`src/sv/adp_pkg.sv`:
```
// Types and constants shared by the ASCII decimal number parser modules.
`default_nettype none

package adp_pkg;

    // ASCII codes the classifier looks for
    localparam logic [7:0] CH_NUL   = 8'h00;
    localparam logic [7:0] CH_PLUS  = 8'h2B;
    localparam logic [7:0] CH_MINUS = 8'h2D;
    localparam logic [7:0] CH_DOT   = 8'h2E;
    localparam logic [7:0] CH_ZERO  = 8'h30;
    localparam logic [7:0] CH_NINE  = 8'h39;

    localparam int MAG_OUT_BITS = 32;
    localparam int FRAC_BITS    = 6;
    localparam logic [FRAC_BITS-1:0] FRAC_MAX = 6'd63;

    localparam int CLS_QUEUE_DEPTH = 4;
    localparam int RES_QUEUE_DEPTH = 2;

    typedef enum logic [2:0] {
        CLS_DIGIT,
        CLS_DOT,
        CLS_PLUS,
        CLS_MINUS,
        CLS_END,
        CLS_OTHER
    } cls_kind_t;

    typedef struct packed {
        cls_kind_t   kind;
        logic [3:0]  digit;
    } cls_t;

    typedef enum logic [1:0] {
        ST_OK    = 2'd0,
        ST_PARSE = 2'd1,
        ST_OVER  = 2'd2
    } status_t;

    typedef struct packed {
        status_t                  status;
        logic                     negative;
        logic [MAG_OUT_BITS-1:0]  magnitude;
        logic [FRAC_BITS-1:0]     frac_digits;
    } res_t;

endpackage

`default_nettype wire

```
`src/sv/adp_queue.sv`:
```
// Small first-in first-out queue of fixed-width requests.
`default_nettype none

module adp_queue #(
    parameter int WIDTH = 8,
    parameter int DEPTH = 4
) (
    input  logic             clk,
    input  logic             rst_n,
    input  logic             wr_en,
    input  logic [WIDTH-1:0] wr_data,
    output logic             full,
    input  logic             rd_en,
    output logic [WIDTH-1:0] rd_data,
    output logic             empty
);

    // DEPTH must be a power of two so the pointers wrap on their own
    localparam int PW = (DEPTH > 1) ? $clog2(DEPTH) : 1;
    localparam int CW = $clog2(DEPTH + 1);

    logic [WIDTH-1:0] entries [DEPTH];
    logic [PW-1:0]    wr_ptr_reg, wr_ptr_next;
    logic [PW-1:0]    rd_ptr_reg, rd_ptr_next;
    logic [CW-1:0]    count_reg, count_next;
    logic             do_wr, do_rd;

    assign full    = (count_reg == CW'(DEPTH));
    assign empty   = (count_reg == '0);
    assign rd_data = entries[rd_ptr_reg];
    assign do_wr   = wr_en && !full;
    assign do_rd   = rd_en && !empty;

    always_comb
    begin
        wr_ptr_next = wr_ptr_reg;
        rd_ptr_next = rd_ptr_reg;
        count_next  = count_reg;
        if (do_wr)
        begin
            wr_ptr_next = wr_ptr_reg + PW'(1);
        end
        if (do_rd)
        begin
            rd_ptr_next = rd_ptr_reg + PW'(1);
        end
        if (do_wr && !do_rd)
        begin
            count_next = count_reg + CW'(1);
        end
        else if (do_rd && !do_wr)
        begin
            count_next = count_reg - CW'(1);
        end
    end

    always_ff @(posedge clk or negedge rst_n)
    begin
        if (!rst_n)
        begin
            wr_ptr_reg <= '0;
            rd_ptr_reg <= '0;
            count_reg  <= '0;
        end
        else
        begin
            wr_ptr_reg <= wr_ptr_next;
            rd_ptr_reg <= rd_ptr_next;
            count_reg  <= count_next;
        end
    end

    always_ff @(posedge clk)
    begin
        if (do_wr)
        begin
            entries[wr_ptr_reg] <= wr_data;
        end
    end

    a_count_bound: assert property (@(posedge clk) disable iff (!rst_n)
        count_reg <= CW'(DEPTH))
        else $error("queue count above depth");

    a_full_not_empty: assert property (@(posedge clk) disable iff (!rst_n)
        !(full && empty))
        else $error("queue full and empty at once");

    a_pop_lowers: assert property (@(posedge clk) disable iff (!rst_n)
        (do_rd && !do_wr) |=> (count_reg == $past(count_reg) - CW'(1)))
        else $error("queue count did not drop on read");

endmodule

`default_nettype wire

```
`src/sv/adp_front.sv`:
```
// Front end: takes input bytes and classifies them into parser requests.
`default_nettype none

module adp_front (
    input  logic          push,
    input  logic [7:0]    char_in,
    output logic          full,
    input  logic          q_full,
    output logic          q_wr,
    output adp_pkg::cls_t q_data
);
    import adp_pkg::*;

    logic [7:0] digit_off;

    assign full      = q_full;
    assign q_wr      = push && !q_full;
    assign digit_off = char_in - CH_ZERO;

    always_comb
    begin
        q_data.digit = digit_off[3:0];
        if (char_in == CH_NUL)
        begin
            q_data.kind = CLS_END;
        end
        else if (char_in == CH_DOT)
        begin
            q_data.kind = CLS_DOT;
        end
        else if (char_in == CH_PLUS)
        begin
            q_data.kind = CLS_PLUS;
        end
        else if (char_in == CH_MINUS)
        begin
            q_data.kind = CLS_MINUS;
        end
        else if (char_in >= CH_ZERO && char_in <= CH_NINE)
        begin
            q_data.kind = CLS_DIGIT;
        end
        else
        begin
            q_data.kind = CLS_OTHER;
        end
    end

endmodule

`default_nettype wire

```
`src/sv/adp_back.sv`:
```
// Back end: runs the parse state on classified requests and queues results.
`default_nettype none

module adp_back #(
    parameter int MAG_BITS = 32
) (
    input  logic                 clk,
    input  logic                 rst_n,
    input  logic                 cls_valid,
    input  adp_pkg::cls_t        cls,
    output logic                 cls_pop,
    input  logic                 pop,
    output logic                 empty,
    output adp_pkg::res_t        res
);
    import adp_pkg::*;

    localparam int SW = MAG_BITS + 4;

    logic                 at_start_reg, at_start_next;
    logic                 neg_reg, neg_next;
    logic                 body_reg, body_next;
    logic                 dot_reg, dot_next;
    logic                 err_reg, err_next;
    logic                 over_reg, over_next;
    logic [MAG_BITS-1:0]  acc_reg, acc_next;
    logic [FRAC_BITS-1:0] frac_reg, frac_next;

    logic [SW-1:0]        prod_sum;
    logic                 res_push, res_full;
    res_t                 res_data;

    // acc * 10 + digit; anything in the top four bits is past the limit
    assign prod_sum = SW'({acc_reg, 3'b000}) + SW'({acc_reg, 1'b0}) + SW'(cls.digit);

    always_comb
    begin
        at_start_next = at_start_reg;
        neg_next      = neg_reg;
        body_next     = body_reg;
        dot_next      = dot_reg;
        err_next      = err_reg;
        over_next     = over_reg;
        acc_next      = acc_reg;
        frac_next     = frac_reg;
        cls_pop       = 1'b0;
        res_push      = 1'b0;
        res_data      = '0;
        res_data.status = ST_OK;

        // hold a terminator until the result queue has room
        if (cls_valid && (cls.kind != CLS_END || !res_full))
        begin
            cls_pop = 1'b1;
            if (cls.kind == CLS_END)
            begin
                res_push = 1'b1;
                if (err_reg || !body_reg)
                begin
                    res_data.status = ST_PARSE;
                end
                else
                begin
                    res_data.status      = over_reg ? ST_OVER : ST_OK;
                    res_data.negative    = neg_reg;
                    res_data.magnitude   = MAG_OUT_BITS'(acc_reg);
                    res_data.frac_digits = frac_reg;
                end
                at_start_next = 1'b1;
                neg_next      = 1'b0;
                body_next     = 1'b0;
                dot_next      = 1'b0;
                err_next      = 1'b0;
                over_next     = 1'b0;
                acc_next      = '0;
                frac_next     = '0;
            end
            else if (err_reg)
            begin
                // drop everything up to the terminator
                at_start_next = 1'b0;
            end
            else if (at_start_reg && cls.kind == CLS_MINUS)
            begin
                at_start_next = 1'b0;
                neg_next      = 1'b1;
            end
            else if (at_start_reg && cls.kind == CLS_PLUS)
            begin
                at_start_next = 1'b0;
            end
            else
            begin
                at_start_next = 1'b0;
                case (cls.kind)
                    CLS_DOT:
                    begin
                        if (dot_reg)
                        begin
                            err_next = 1'b1;
                        end
                        else
                        begin
                            dot_next  = 1'b1;
                            body_next = 1'b1;
                        end
                    end
                    CLS_DIGIT:
                    begin
                        body_next = 1'b1;
                        if (prod_sum[SW-1 -: 4] != 4'd0)
                        begin
                            acc_next  = '1;
                            over_next = 1'b1;
                        end
                        else
                        begin
                            acc_next = prod_sum[MAG_BITS-1:0];
                        end
                        if (dot_reg)
                        begin
                            if (frac_reg == FRAC_MAX)
                            begin
                                over_next = 1'b1;
                            end
                            else
                            begin
                                frac_next = frac_reg + FRAC_BITS'(1);
                            end
                        end
                    end
                    default:
                    begin
                        err_next = 1'b1;
                    end
                endcase
            end
        end
    end

    always_ff @(posedge clk or negedge rst_n)
    begin
        if (!rst_n)
        begin
            at_start_reg <= 1'b1;
            neg_reg      <= 1'b0;
            body_reg     <= 1'b0;
            dot_reg      <= 1'b0;
            err_reg      <= 1'b0;
            over_reg     <= 1'b0;
            acc_reg      <= '0;
            frac_reg     <= '0;
        end
        else
        begin
            at_start_reg <= at_start_next;
            neg_reg      <= neg_next;
            body_reg     <= body_next;
            dot_reg      <= dot_next;
            err_reg      <= err_next;
            over_reg     <= over_next;
            acc_reg      <= acc_next;
            frac_reg     <= frac_next;
        end
    end

    adp_queue #(
        .WIDTH ($bits(res_t)),
        .DEPTH (RES_QUEUE_DEPTH)
    ) u_res_queue (
        .clk     (clk),
        .rst_n   (rst_n),
        .wr_en   (res_push),
        .wr_data (res_data),
        .full    (res_full),
        .rd_en   (pop),
        .rd_data (res),
        .empty   (empty)
    );

    a_frac_needs_dot: assert property (@(posedge clk) disable iff (!rst_n)
        (frac_reg != '0) |-> dot_reg)
        else $error("fraction digits counted without a dot");

    a_err_after_start: assert property (@(posedge clk) disable iff (!rst_n)
        err_reg |-> !at_start_reg)
        else $error("parse error flagged before first byte");

    a_acc_needs_body: assert property (@(posedge clk) disable iff (!rst_n)
        (acc_reg != '0) |-> body_reg)
        else $error("digits accumulated without a body");

    a_end_clears: assert property (@(posedge clk) disable iff (!rst_n)
        res_push |=> (at_start_reg && !err_reg && !body_reg && acc_reg == '0))
        else $error("state not cleared after terminator");

endmodule

`default_nettype wire

```
`src/sv/ascii_decimal_number_parser.sv`:
```
// Top level of the ASCII decimal number parser.
//
//   channel   ports                                         handshake
//   input     char_in[7:0]                                  push / full
//   result    status[1:0] negative magnitude[31:0]          empty / pop
//             frac_digits[5:0]
//
// Takes one byte per cycle while full is low; each digit byte is one step of
// a shift-add by ten in the back end. A terminator's result is queued and
// reaches the result ports once earlier results are popped. Reset returns
// the parse state to the start of a string and empties both queues. A
// stalled result side blocks only terminators in the back end; bytes keep
// flowing until the 4-entry request queue fills, which raises full.
`default_nettype none

module ascii_decimal_number_parser #(
    parameter int MAG_BITS = 32
) (
    input  logic        clk,
    input  logic        rst_n,
    input  logic        push,
    output logic        full,
    input  logic [7:0]  char_in,
    output logic        empty,
    input  logic        pop,
    output logic [1:0]  status,
    output logic        negative,
    output logic [31:0] magnitude,
    output logic [5:0]  frac_digits
);
    import adp_pkg::*;

    logic  q_full, q_wr, q_empty, q_rd;
    cls_t  q_wdata, q_rdata;
    res_t  res;

    adp_front u_front (
        .push    (push),
        .char_in (char_in),
        .full    (full),
        .q_full  (q_full),
        .q_wr    (q_wr),
        .q_data  (q_wdata)
    );

    adp_queue #(
        .WIDTH ($bits(cls_t)),
        .DEPTH (CLS_QUEUE_DEPTH)
    ) u_cls_queue (
        .clk     (clk),
        .rst_n   (rst_n),
        .wr_en   (q_wr),
        .wr_data (q_wdata),
        .full    (q_full),
        .rd_en   (q_rd),
        .rd_data (q_rdata),
        .empty   (q_empty)
    );

    adp_back #(
        .MAG_BITS (MAG_BITS)
    ) u_back (
        .clk       (clk),
        .rst_n     (rst_n),
        .cls_valid (!q_empty),
        .cls       (q_rdata),
        .cls_pop   (q_rd),
        .pop       (pop),
        .empty     (empty),
        .res       (res)
    );

    assign status      = res.status;
    assign negative    = res.negative;
    assign magnitude   = res.magnitude;
    assign frac_digits = res.frac_digits;

endmodule

`default_nettype wire
```
`config.mk`:
```
export PLATFORM = sky130hd
export DESIGN_NAME = ascii_decimal_number_parser
export DESIGN_NICKNAME = d
export VERILOG_FILES = /design/src/sv/adp_pkg.sv /design/src/sv/adp_queue.sv /design/src/sv/adp_front.sv /design/src/sv/adp_back.sv /design/src/sv/ascii_decimal_number_parser.sv
export SDC_FILE = /design/constraint.sdc
export NUM_CORES = 1
export LEC_CHECK = 0
export ABC_AREA = 1
export BUFFER_PORTS_ARGS = -buffer_cell sky130_fd_sc_hd__buf_2
export CAP_MARGIN = 20
export CORE_UTILIZATION = 50
export DETAILED_ROUTE_END_ITERATION = 6
export PLACE_DENSITY = 0.71
export SYNTH_ARGS = -nofsm -noshare
export SYNTH_HDL_FRONTEND = slang
export SYNTH_SLANG_ARGS = --single-unit
```
`constraint.sdc`:
```
create_clock -name clk -period 4.8 [get_ports clk]
set_clock_uncertainty 0.2 [all_clocks]
set_input_delay 0.24 -clock clk [delete_from_list [all_inputs] [get_ports clk]]
set_output_delay 0.24 -clock clk [all_outputs]
set_load 0.01 [all_outputs]
```
==> results.sh, run 1 <==
export IMPL_yosysWarnings=0
export IMPL_ff_latch_area_mm2=0.00468
export IMPL_viasPerCell=4.97
export IMPL_power_total_w=0.00530
export IMPL_max_freq_mhz=248
export IMPL_async_reset_ff_share_pct=33.3
export IMPL_numCtsBuffers=17
export IMPL_wirelength_um=20800
export IMPL_report_final_slew_viol_count=0
export IMPL_clkSinkCount=165
export IMPL_post_route_period_util_pct=83.9
export IMPL_dieArea_mm2=0.0205
export IMPL_tns_ns=0
export IMPL_layout_drive_gt1_share_pct=9.45
export IMPL_hold_viol=0
export IMPL_dieWidth_um=143
export IMPL_ys_types=48
export IMPL_cts_root_buf="clkbuf_16"
export IMPL_worst_slew_pin_slew_ns=0.731
export IMPL_gp_congestion=0.938
export IMPL_syn2layout_area_growth_pct=11.4
export IMPL_n_fill_cell=1745
export IMPL_p_leak_nw=5.64
export IMPL_synth_cells=1233
export IMPL_overflow=0
export IMPL_largest_reg_flops=82
export IMPL_dr_total_vias=7787
export IMPL_grt_pass1_vias=7363
export IMPL_postCtsHoldBufs=6
export IMPL_multiInputGateArea_mm2=0.00459
export IMPL_grt_start_max_net_pins=56
export IMPL_core_area_mm2=0.0195
export IMPL_drc=0
export IMPL_ant_nets=0
export IMPL_relSlewSlack_pct=51.3
export IMPL_path_clk_slew_ns=0.06
export IMPL_drtIter0Drc=450
export IMPL_critPathRequiredTime_ns=4.92
export IMPL_layout_common_cells="nand2_1, inv_1, nor2_1"
export IMPL_n_antenna_cell=0
export IMPL_synth_seq_cells=165
export IMPL_rows=51
export IMPL_dominantRegCellSynth="edfxtp_1"
export IMPL_dr_pass1_iters=5
export IMPL_die_y_um=143
export IMPL_cellPowerDensity_mw_per_mm2=477
export IMPL_cts_tree="built"
export IMPL_cts_resized=0
export IMPL_hpwl_um=15100
export IMPL_pin_count=55
export IMPL_syn_num_nets=1318
export IMPL_finalCriticalPeriod_ns=4.03
export IMPL_final_common_cell="nand2_1"
export IMPL_yosysSeqAreaShare_pct=47.0
export IMPL_cts_setup_buffers=0
export IMPL_fin_util_pct=56.8
export IMPL_cp_end_kind="flip-flop"
export IMPL_critical_path_class="reg -> reg"
export IMPL_clk_path_buf_depth=2
export IMPL_setup_viol=0
export IMPL_start_util_pct=51.0
export IMPL_critPathLaunchType="flip-flop"
export IMPL_outcome="finished, final reports clean"
export IMPL_numPortBuffers=54
export IMPL_nets=1374
export IMPL_netlist_area_mm2=0.00996
export IMPL_clk_latency_ns=0.44
export IMPL_grt_pass1_wl_um=34800
export IMPL_htree_levels=4
export IMPL_cp_arrival_ns=4.15
export IMPL_antenna_found_initial=0
export IMPL_synth_area_per_cell_um2=8.08
export IMPL_path_max_fanout=19
export IMPL_rsz0062_at_grt="no"
export IMPL_peakVddDrop_uv=270
export IMPL_synth_edf_count=110
export IMPL_drv_cap=0
export IMPL_track_usage_pct=21.9
export IMPL_wl_per_cell_um=13.2
export IMPL_hold_path_class="in -> reg"
-- Yosys cell counts, types with 3 or more instances --
library cell    n  share of area, %
xnor2_1        20               1.8
o21ai_1         4              0.20
o21ai_0        17              0.85
nand4_1         3              0.19
o21bai_1        6              0.45
nand3_1        56               2.8
fa_1            3              0.60
nand3b_1        8              0.60
inv_1         125               4.7
clkbuf_1       13              0.49
nor2_1        113               4.3
edfxtp_1      110                33
buf_2           8              0.40
nand2_1       513                19
inv_2           4              0.15
buf_4           9              0.68
o22ai_1         3              0.19
dfrtp_1        54                14
nor3_1         12              0.60
buf_6           4              0.45
a21oi_1        33               1.7
ha_1           70               8.8
nand2_2         3              0.19
xor2_1         10              0.88
-- final timing paths --
| check | startpoint | to | slack [ns] | cells after the start |
|---|---|---|---|---|
| setup / recovery | u_cls_queue.rd_ptr_reg[0] | u_back.acc_reg[22] | 0.77 | 21 |
| hold / removal | push | u_cls_queue.wr_ptr_reg[0] | 0.05 | 3 |
| setup reg to reg | u_cls_queue.rd_ptr_reg[0] | u_back.acc_reg[22] | 0.77 | 21 |
| hold reg to reg | u_back.at_start_reg | u_back.at_start_reg | 0.28 | 2 |
| max in group asynchronous | rst_n | u_cls_queue.count_reg[1] | 3.63 | 3 |
| min in group asynchronous | rst_n | u_back.u_res_queue.count_reg[1] | 0.28 | 3 |
-- metal layers --
metal,GRT usage [%],vias to the layer above,wire [µm]
li1,-,4048,-
met1,29.3,3575,9960
met2,35.8,140,9660
met3,4.02,24,854
met4,6.73,0,289
met5,0,-,0
-- cell families (layout without fill, tap and decap cells) --
logic type,after synthesis,count (layout),share of synthesized area [%]
multiplexers,1,1,0.113
buffers and inverters,167,236,7.10
flip-flops,165,165,47.0
XOR/XNOR,30,30,2.64
adder cells (fa/ha/maj),73,73,9.39
AND/OR/NAND/NOR,723,723,29.4
AO/OA/AOI/OAI,74,74,4.41
-- power breakdown --
part / total, W / switching [W] / internal, W
logic: 0.00195 / 0.00127 / 0.000686
registers: 0.00203 / 0.000173 / 0.00185
clock network: 0.00132 / 0.000624 / 0.000694
-- cell type report --
class / count / share of cell area, %
repair buffers: 71 / 3.90
flip-flops and latches: 165 / 42.2
well taps: 265 / 2.99
clock buffers: 19 / 3.99
multi-input cells: 901 / 41.3
inverters: 133 / 4.55
clock inverters: 13 / 1.06
-- per-stage QoR --
| step | hold WS (ns) | cells | area, µm² | worst slack (ns) |
|---|---|---|---|---|
| 6_report | 0.0479 | 1567 | 11100 | 0.772 |
| 2_1_floorplan | -0.256 | 1233 | 9960 | 0.939 |
| 3_5_place_dp | 0.234 | 1529 | 10500 | 0.827 |
| 5_1_grt | 0.113 | 1567 | 11100 | 0.363 |
| 4_1_cts | 0.0472 | 1567 | 11100 | 0.800 |
| 3_3_place_gp | 0.230 | 1528 | 10500 | 0.947 |
-- critical path, stage by stage (launching register included) --
cell and delay [ns]:
dfrtp_1 0.64, inv_4 0.15, o21ai_0 0.21, o22ai_1 0.11, fa_1 0.52, inv_1 0.06, fa_1 0.43, inv_1 0.06
nand2_1 0.06, nand2_1 0.09, nand3_1 0.08, nand2_1 0.16, nand2_1 0.07, nand2_1 0.16, nand2_1 0.12, nand3_1 0.08
nand2_1 0.08, nor2_2 0.10, buf_4 0.27, nand3_1 0.12, nand2_1 0.09, nand2_1 0.06
No activity file was read; power rests on OpenSTA's default activity.
==> run 2, diff against run 1 <==
--- a/config.mk
+++ b/config.mk
@@ -5,12 +5,12 @@
 export SDC_FILE = /design/constraint.sdc
 export NUM_CORES = 1
 export LEC_CHECK = 0
-export ABC_AREA = 1
+export ABC_AREA = 0
 export BUFFER_PORTS_ARGS = -buffer_cell sky130_fd_sc_hd__buf_2
 export CAP_MARGIN = 20
 export CORE_UTILIZATION = 50
 export DETAILED_ROUTE_END_ITERATION = 6
-export PLACE_DENSITY = 0.71
+export PLACE_DENSITY = 0.72
 export SYNTH_ARGS = -nofsm -noshare
 export SYNTH_HDL_FRONTEND = slang
 export SYNTH_SLANG_ARGS = --single-unit
==> constraint.sdc (replaced) <==
create_clock -name clk -period 3.8 [get_ports clk]
set_clock_uncertainty 0.2 [all_clocks]
set_input_delay 0.19 -clock clk [delete_from_list [all_inputs] [get_ports clk]]
set_output_delay 0.19 -clock clk [all_outputs]
set_load 0.01 [all_outputs]
==> run 2 against run 1 <==
The run now ends with negative setup slack left. Worst hold slack lost 0.015 ns. Count of clock-buffer cells in the layout unchanged. Non-clock buffer count rose by 33. Critical endpoint is now u_back.acc_reg[20]. Critical path depth fell by 6. Core utilization increased by 2.4 points. Synthesized cell count down 37%. Cell count shrank 29%.
==> results.sh, run 2 <==
export IMPL_drtIter0Drc=426
export IMPL_core_area_mm2=0.0180
export IMPL_yosysMostFrequentCell="edfxtp_1"
export IMPL_hold_path_class="in -> reg"
export IMPL_tns_ns=-10.68
export IMPL_wl_met2_um=8890
export IMPL_n_fill_cell=1431
export IMPL_worst_slew_pin_slew_ns=0.733
export IMPL_critPathLaunchType="flip-flop"
export IMPL_synth_area_per_cell_um2=11.8
export IMPL_rows=49
export IMPL_report_final_slew_viol_count=0
export IMPL_htree_levels=4
export IMPL_worst_slack_ns=-0.392
export IMPL_ff_latch_area_mm2=0.00468
export IMPL_die_y_um=137
export IMPL_dieArea_mm2=0.0189
export IMPL_met3_length_um=859
export IMPL_dominantRegCellSynth="edfxtp_1"
export IMPL_path_clk_slew_ns=0.07
export IMPL_cp_end_kind="flip-flop"
export IMPL_drv_cap=0
export IMPL_synth_edf_count=110
export IMPL_clk_path_buf_depth=2
export IMPL_final_common_cell="edfxtp_1"
export IMPL_path_max_fanout=5
export IMPL_post_synth_top_area_cell="edfxtp_1"
export IMPL_setup_viol=33
export IMPL_synth_cells=779
export IMPL_yosys_area_share_simple_pct=11.4
export IMPL_track_usage_pct=21.2
export IMPL_ys_types=70
export IMPL_wirelength_um=19200
export IMPL_yosys_top_cells_area="edfxtp_1, dfrtp_1, ha_1"
export IMPL_holdWs_ns=0.0334
export IMPL_synthAdderAreaFrac_pct=10.2
export IMPL_cts_tree="built"
export IMPL_async_reset_ff_share_pct=33.3
export IMPL_synthXorXnorAreaFrac_pct=3.82
export IMPL_pin_count=55
export IMPL_synth_top_area_share_pct=36.0
export IMPL_dr_total_vias=6337
export IMPL_ant_nets=0
export IMPL_n_antenna_cell=0
export IMPL_largest_reg_flops=82
export IMPL_grt_pass1_vias=6006
export IMPL_gp_congestion=0.890
export IMPL_numPortBuffers=54
export IMPL_grt_pass1_wl_um=30500
export IMPL_critPathRequiredTime_ns=3.91
export IMPL_top_layer_used="met4"
export IMPL_hpwl_um=13900
export IMPL_violations="negative setup slack"
export IMPL_hold_viol=0
export IMPL_muxShareOfSynthArea_pct=7.44
export IMPL_start_util_pct=51.1
export IMPL_layout_drive_gt1_share_pct=24.1
export IMPL_multiInputGateArea_mm2=0.00430
export IMPL_layout_common_cells="edfxtp_1, ha_1, o21ai_0, buf_2, dfrtp_1"
export IMPL_nets=949
export IMPL_synthTopCellsByCount="edfxtp_1, ha_1, o21ai_0, dfrtp_1, and2_1"
export IMPL_overflow=0
export IMPL_place_ws_ns=-0.437
export IMPL_clk_latency_ns=0.43
export IMPL_relSlewSlack_pct=51.2
export IMPL_cts_root_buf="clkbuf_16"
export IMPL_drc=0
export IMPL_wl_met1_um=9190
export IMPL_critical_path_class="reg -> reg"
export IMPL_syn_num_nets=864
export IMPL_synth_seq_cells=165
export IMPL_synth_top_family_by_area="compound AO/OA/AOI/OAI gates"
export IMPL_yosysWarnings=0
export IMPL_max_freq_mhz=239
export IMPL_wl_per_cell_um=17.3
export IMPL_grt_start_max_net_pins=56
export IMPL_dieWidth_um=137
export IMPL_yosysSeqAreaShare_pct=51.0
export IMPL_cp_arrival_ns=4.30
export IMPL_numCtsBuffers=17
export IMPL_syn2layout_area_growth_pct=16.0
export IMPL_viasPerCell=5.73
export IMPL_r2r_slack_ns=-0.39
export IMPL_rsz0062_at_grt="yes"
export IMPL_dr_pass1_iters=5
export IMPL_netlist_area_mm2=0.00918
export IMPL_post_route_period_util_pct=110
export IMPL_synth_compound_area_share_pct=13.2
export IMPL_outcome="finished, violations left"
export IMPL_antenna_found_initial=0
export IMPL_finalCriticalPeriod_ns=4.19
export IMPL_clkSinkCount=165
[run 2: layout make-up]
type                       count  area share (%)
clock buffer                  19            4.36
clock inverter                13            1.26
multi-input combinational    559            40.4
sequential                   165            44.0
timing repair buffer         104            6.77
inverter                      17           0.599
tap                          229            2.69
[run 2: final timing paths]
kind | from | endpoint | cells after the start
max | u_cls_queue.rd_ptr_reg[0] | u_back.acc_reg[20] | 15
min | char_in[5] | u_cls_queue.entries[2][6] | 3
max reg2reg | u_cls_queue.rd_ptr_reg[0] | u_back.acc_reg[20] | 15
min reg2reg | u_back.at_start_reg | u_back.at_start_reg | 2
max in group asynchronous | rst_n | u_back.acc_reg[16] | 3
min in group asynchronous | rst_n | u_back.frac_reg[5] | 3
[run 2: cell families after synthesis]
group,Yosys count
AND/OR/NAND/NOR,201
AO/OA/AOI/OAI,190
flip-flops,165
adder cells (fa/ha/maj),73
buffers and inverters,55
multiplexers,55
XOR/XNOR,40
[run 2: per-layer routing]
metal | GRT usage [%] | vias to the layer above
li1 | - | 3076
met1 | 29.7 | 3068
met2 | 33.2 | 174
met3 | 4.45 | 19
met4 | 5.98 | 0
met5 | 0 | -
[run 2: what timing repair did]
action	CTS	global route
resized for setup	15	2
endpoints found under the setup margin	33	33
pin swaps	4	1
hold buffers	8	0
endpoints found under the hold margin	75	0
buffers inserted	3	1
[run 2: worst max-delay path, cell delays in order, from the launching register on]
cell,delay (ns)
dfrtp_1,0.37
mux4_2,0.52
fa_1,0.54
inv_2,0.05
fa_2,0.39
nor2b_2,0.13
o211ai_1,0.14
a311o_1,0.36
a2111oi_4,0.35
o211ai_2,0.13
mux2i_2,0.19
nor4_4,0.18
buf_4,0.20
and2_4,0.16
buf_6,0.12
a21oi_2,0.05
[run 2: through the flow]
stage | instance area (µm²) | std cells | utilization, %
6_report | 10600 | 1106 | 59.3
5_1_grt | 10600 | 1106 | 59.3
4_1_cts | 10600 | 1106 | 59.2
3_5_place_dp | 9900 | 1064 | 55.1
3_3_place_gp | 9900 | 1064 | 55.1
2_1_floorplan | 9210 | 779 | -
Power of run 2 is not shown: default switching activity piles up to over one toggle a cycle in this logic, so the estimate is an artifact.
==> run 3, diff against run 2 <==
--- a/config.mk
+++ b/config.mk
@@ -11,6 +11,7 @@
 export CORE_UTILIZATION = 50
 export DETAILED_ROUTE_END_ITERATION = 6
 export PLACE_DENSITY = 0.72
+export RECOVER_POWER = 100
 export SYNTH_ARGS = -nofsm -noshare
 export SYNTH_HDL_FRONTEND = slang
 export SYNTH_SLANG_ARGS = --single-unit
==> run 3 against run 2 <==
The run still ends with negative setup slack left. Critical path depth stayed put. Register-to-register slack hardly changed. Largest cell class unchanged. Flip-flop and latch count stayed put. Design area is 0.80% lower. Setup slack better by 0.0024 ns. Count of clock-buffer cells in the layout stayed put. Via count is 0.46% higher. First-iteration DRC count is 10% lower.
==> results.sh, run 3 (synthesis results as in run 2) <==
export IMPL_cp_num_buf_inv=3
export IMPL_clkSinkCount=165
export IMPL_tns_ns=-13.09
export IMPL_n_fill_cell=1460
export IMPL_antenna_found_initial=0
export IMPL_critPathLaunch="u_cls_queue.rd_ptr_reg[0]"
export IMPL_drv_cap=0
export IMPL_htree_levels=4
export IMPL_layout_common_cells="edfxtp_1, ha_1, o21ai_0, dfrtp_1"
export IMPL_report_final_slew_viol_count=0
export IMPL_cp_arrival_ns=4.30
export IMPL_rr_worst_depth=15
export IMPL_cp_cell_sequence="mux4_2 -> fa_1 -> inv_2 -> fa_2 -> nor2b_2 -> o211ai_1 -> a311o_1 -> a2111oi_4 -> o211ai_2 -> mux2i_2 -> nor4_4 -> buf_4 -> and2_4 -> buf_6 -> a21oi_2"
export IMPL_rows=49
export IMPL_hold_path_class="in -> reg"
export IMPL_overflow=0
export IMPL_wl_per_cell_um=17.4
export IMPL_fin_util_pct=58.8
export IMPL_violations="negative setup slack"
export IMPL_layout_drive_gt1_share_pct=18.2
export IMPL_rsz0062_at_grt="yes"
export IMPL_setup_viol=107
export IMPL_finalCriticalPeriod_ns=4.19
export IMPL_max_freq_mhz=239
export IMPL_min_delay_start="char_in[5]"
export IMPL_nets=949
export IMPL_cp_top_family="compound AO/OA/AOI/OAI gates"
export IMPL_postLayoutCellArea_mm2=0.0106
export IMPL_cts_tree="built"
export IMPL_n_antenna_cell=0
export IMPL_place_area_mm2=0.00990
export IMPL_track_usage_pct=21.2
export IMPL_dieArea_mm2=0.0189
export IMPL_ant_nets=0
export IMPL_path_depth=15
export IMPL_cts_root_buf="clkbuf_16"
export IMPL_gp_congestion=0.890
export IMPL_numCtsBuffers=17
export IMPL_reg2reg_to="u_back.acc_reg[20]"
export IMPL_wirelength_um=19300
export IMPL_worstSetupEndpoint="u_back.acc_reg[20]"
export IMPL_critical_path_class="reg -> reg"
export IMPL_pin_count=55
export IMPL_dieWidth_um=137
export IMPL_path_max_fanout=5
export IMPL_critPathRequiredTime_ns=3.91
export IMPL_outcome="finished, violations left"
export IMPL_r2r_slack_ns=-0.39
export IMPL_largest_reg_flops=82
export IMPL_relSlewSlack_pct=5.90
export IMPL_die_y_um=137
export IMPL_r2r_start="u_cls_queue.rd_ptr_reg[0]"
export IMPL_viasPerCell=5.76
export IMPL_hpwl_um=13900
export IMPL_core_area_mm2=0.0180
export IMPL_clk_latency_ns=0.43
export IMPL_max_stage_delay_ns=0.54
export IMPL_grt_pass1_vias=6006
export IMPL_post_route_period_util_pct=110
export IMPL_dr_total_vias=6366
export IMPL_final_common_cell="edfxtp_1"
export IMPL_hold_viol=0
export IMPL_numPortBuffers=54
export IMPL_grt_start_max_net_pins=56
export IMPL_worst_slack_ns=-0.390
export IMPL_path_clk_slew_ns=0.07
export IMPL_start_util_pct=51.1
export IMPL_syn2layout_area_growth_pct=15.0
export IMPL_worst_slew_pin_slew_ns=1.41
export IMPL_drc=0
export IMPL_crit_slowest_cell="fa_1"
export IMPL_clk_path_buf_depth=2
export IMPL_critPathLaunchType="flip-flop"
export IMPL_cp_end_kind="flip-flop"
export IMPL_dr_pass1_iters=5
export IMPL_drtIter0Drc=383
export IMPL_grt_pass1_wl_um=30500
-- run 3: changes by cell type in the layout (fill, tap and decap cells not counted), moves of 3 or more --
cell | previous run | this run
buf_4 | 32 | 28
and2_0 | 0 | 33
clkbuf_1 | 0 | 45
clkbuf_2 | 0 | 3
buf_2 | 54 | 10
and2_1 | 45 | 13
-- run 3: routing by layer --
metal	vias up	global-route usage (%)	part of all wire [%]
li1	3075	-	-
met1	3088	29.7	47
met2	187	33.2	46
met3	16	4.45	5.2
met4	0	5.98	1.0
met5	-	0	0
-- run 3: what timing repair did --
action | CTS | global route
hold buffers | 8 | 0
setup endpoints to repair | 33 | 33
resized for setup | 15 | 2
setup buffers | 3 | 1
hold endpoints to repair | 75 | 0
pin swaps | 4 | 1
-- run 3: cell type report --
class	instances	area, µm²	area share [%]
Clock inverter	13	134	1.27
Multi-Input combinational cell	559	4280	40.5
Inverter	17	63.8	0.604
Tap cell	229	287	2.71
Sequential cell	165	4680	44.3
Clock buffer	19	464	4.40
Timing Repair Buffer	104	654	6.20
-- run 3: worst min-delay path by stage --
stage	slack [ns]	to	cells past startpoint
detailed placement	0.18	u_back.frac_reg[5]	2
global route	0.03	u_cls_queue.entries[3][5]	3
floorplan	-0.31	u_back.acc_reg[0]	0
global placement	0.17	u_back.frac_reg[5]	2
CTS	0.02	u_cls_queue.entries[2][5]	3
finish	0.03	u_cls_queue.entries[2][6]	3
-- run 3: worst register-to-register path: cells and delay by family (launching register included) --
kind,cells,cell delay (ns)
flops,1,0.37
mux,2,0.71
buf+inv,3,0.37
compound gates,5,1.03
simple gates,3,0.47
fa+ha+maj,2,0.93
-- run 3: through the flow --
| step | hold slack [ns] | std cells | setup WS (ns) |
|---|---|---|---|
| 6_report | 0.0344 | 1106 | -0.390 |
| 5_1_grt | 0.0315 | 1106 | -0.574 |
| 4_1_cts | 0.0220 | 1106 | -0.400 |
| 3_5_place_dp | 0.180 | 1064 | -0.437 |
| 3_3_place_gp | 0.168 | 1064 | -0.308 |
| 2_1_floorplan | -0.306 | 779 | -0.384 |
Power of run 3 is left out for the same reason.
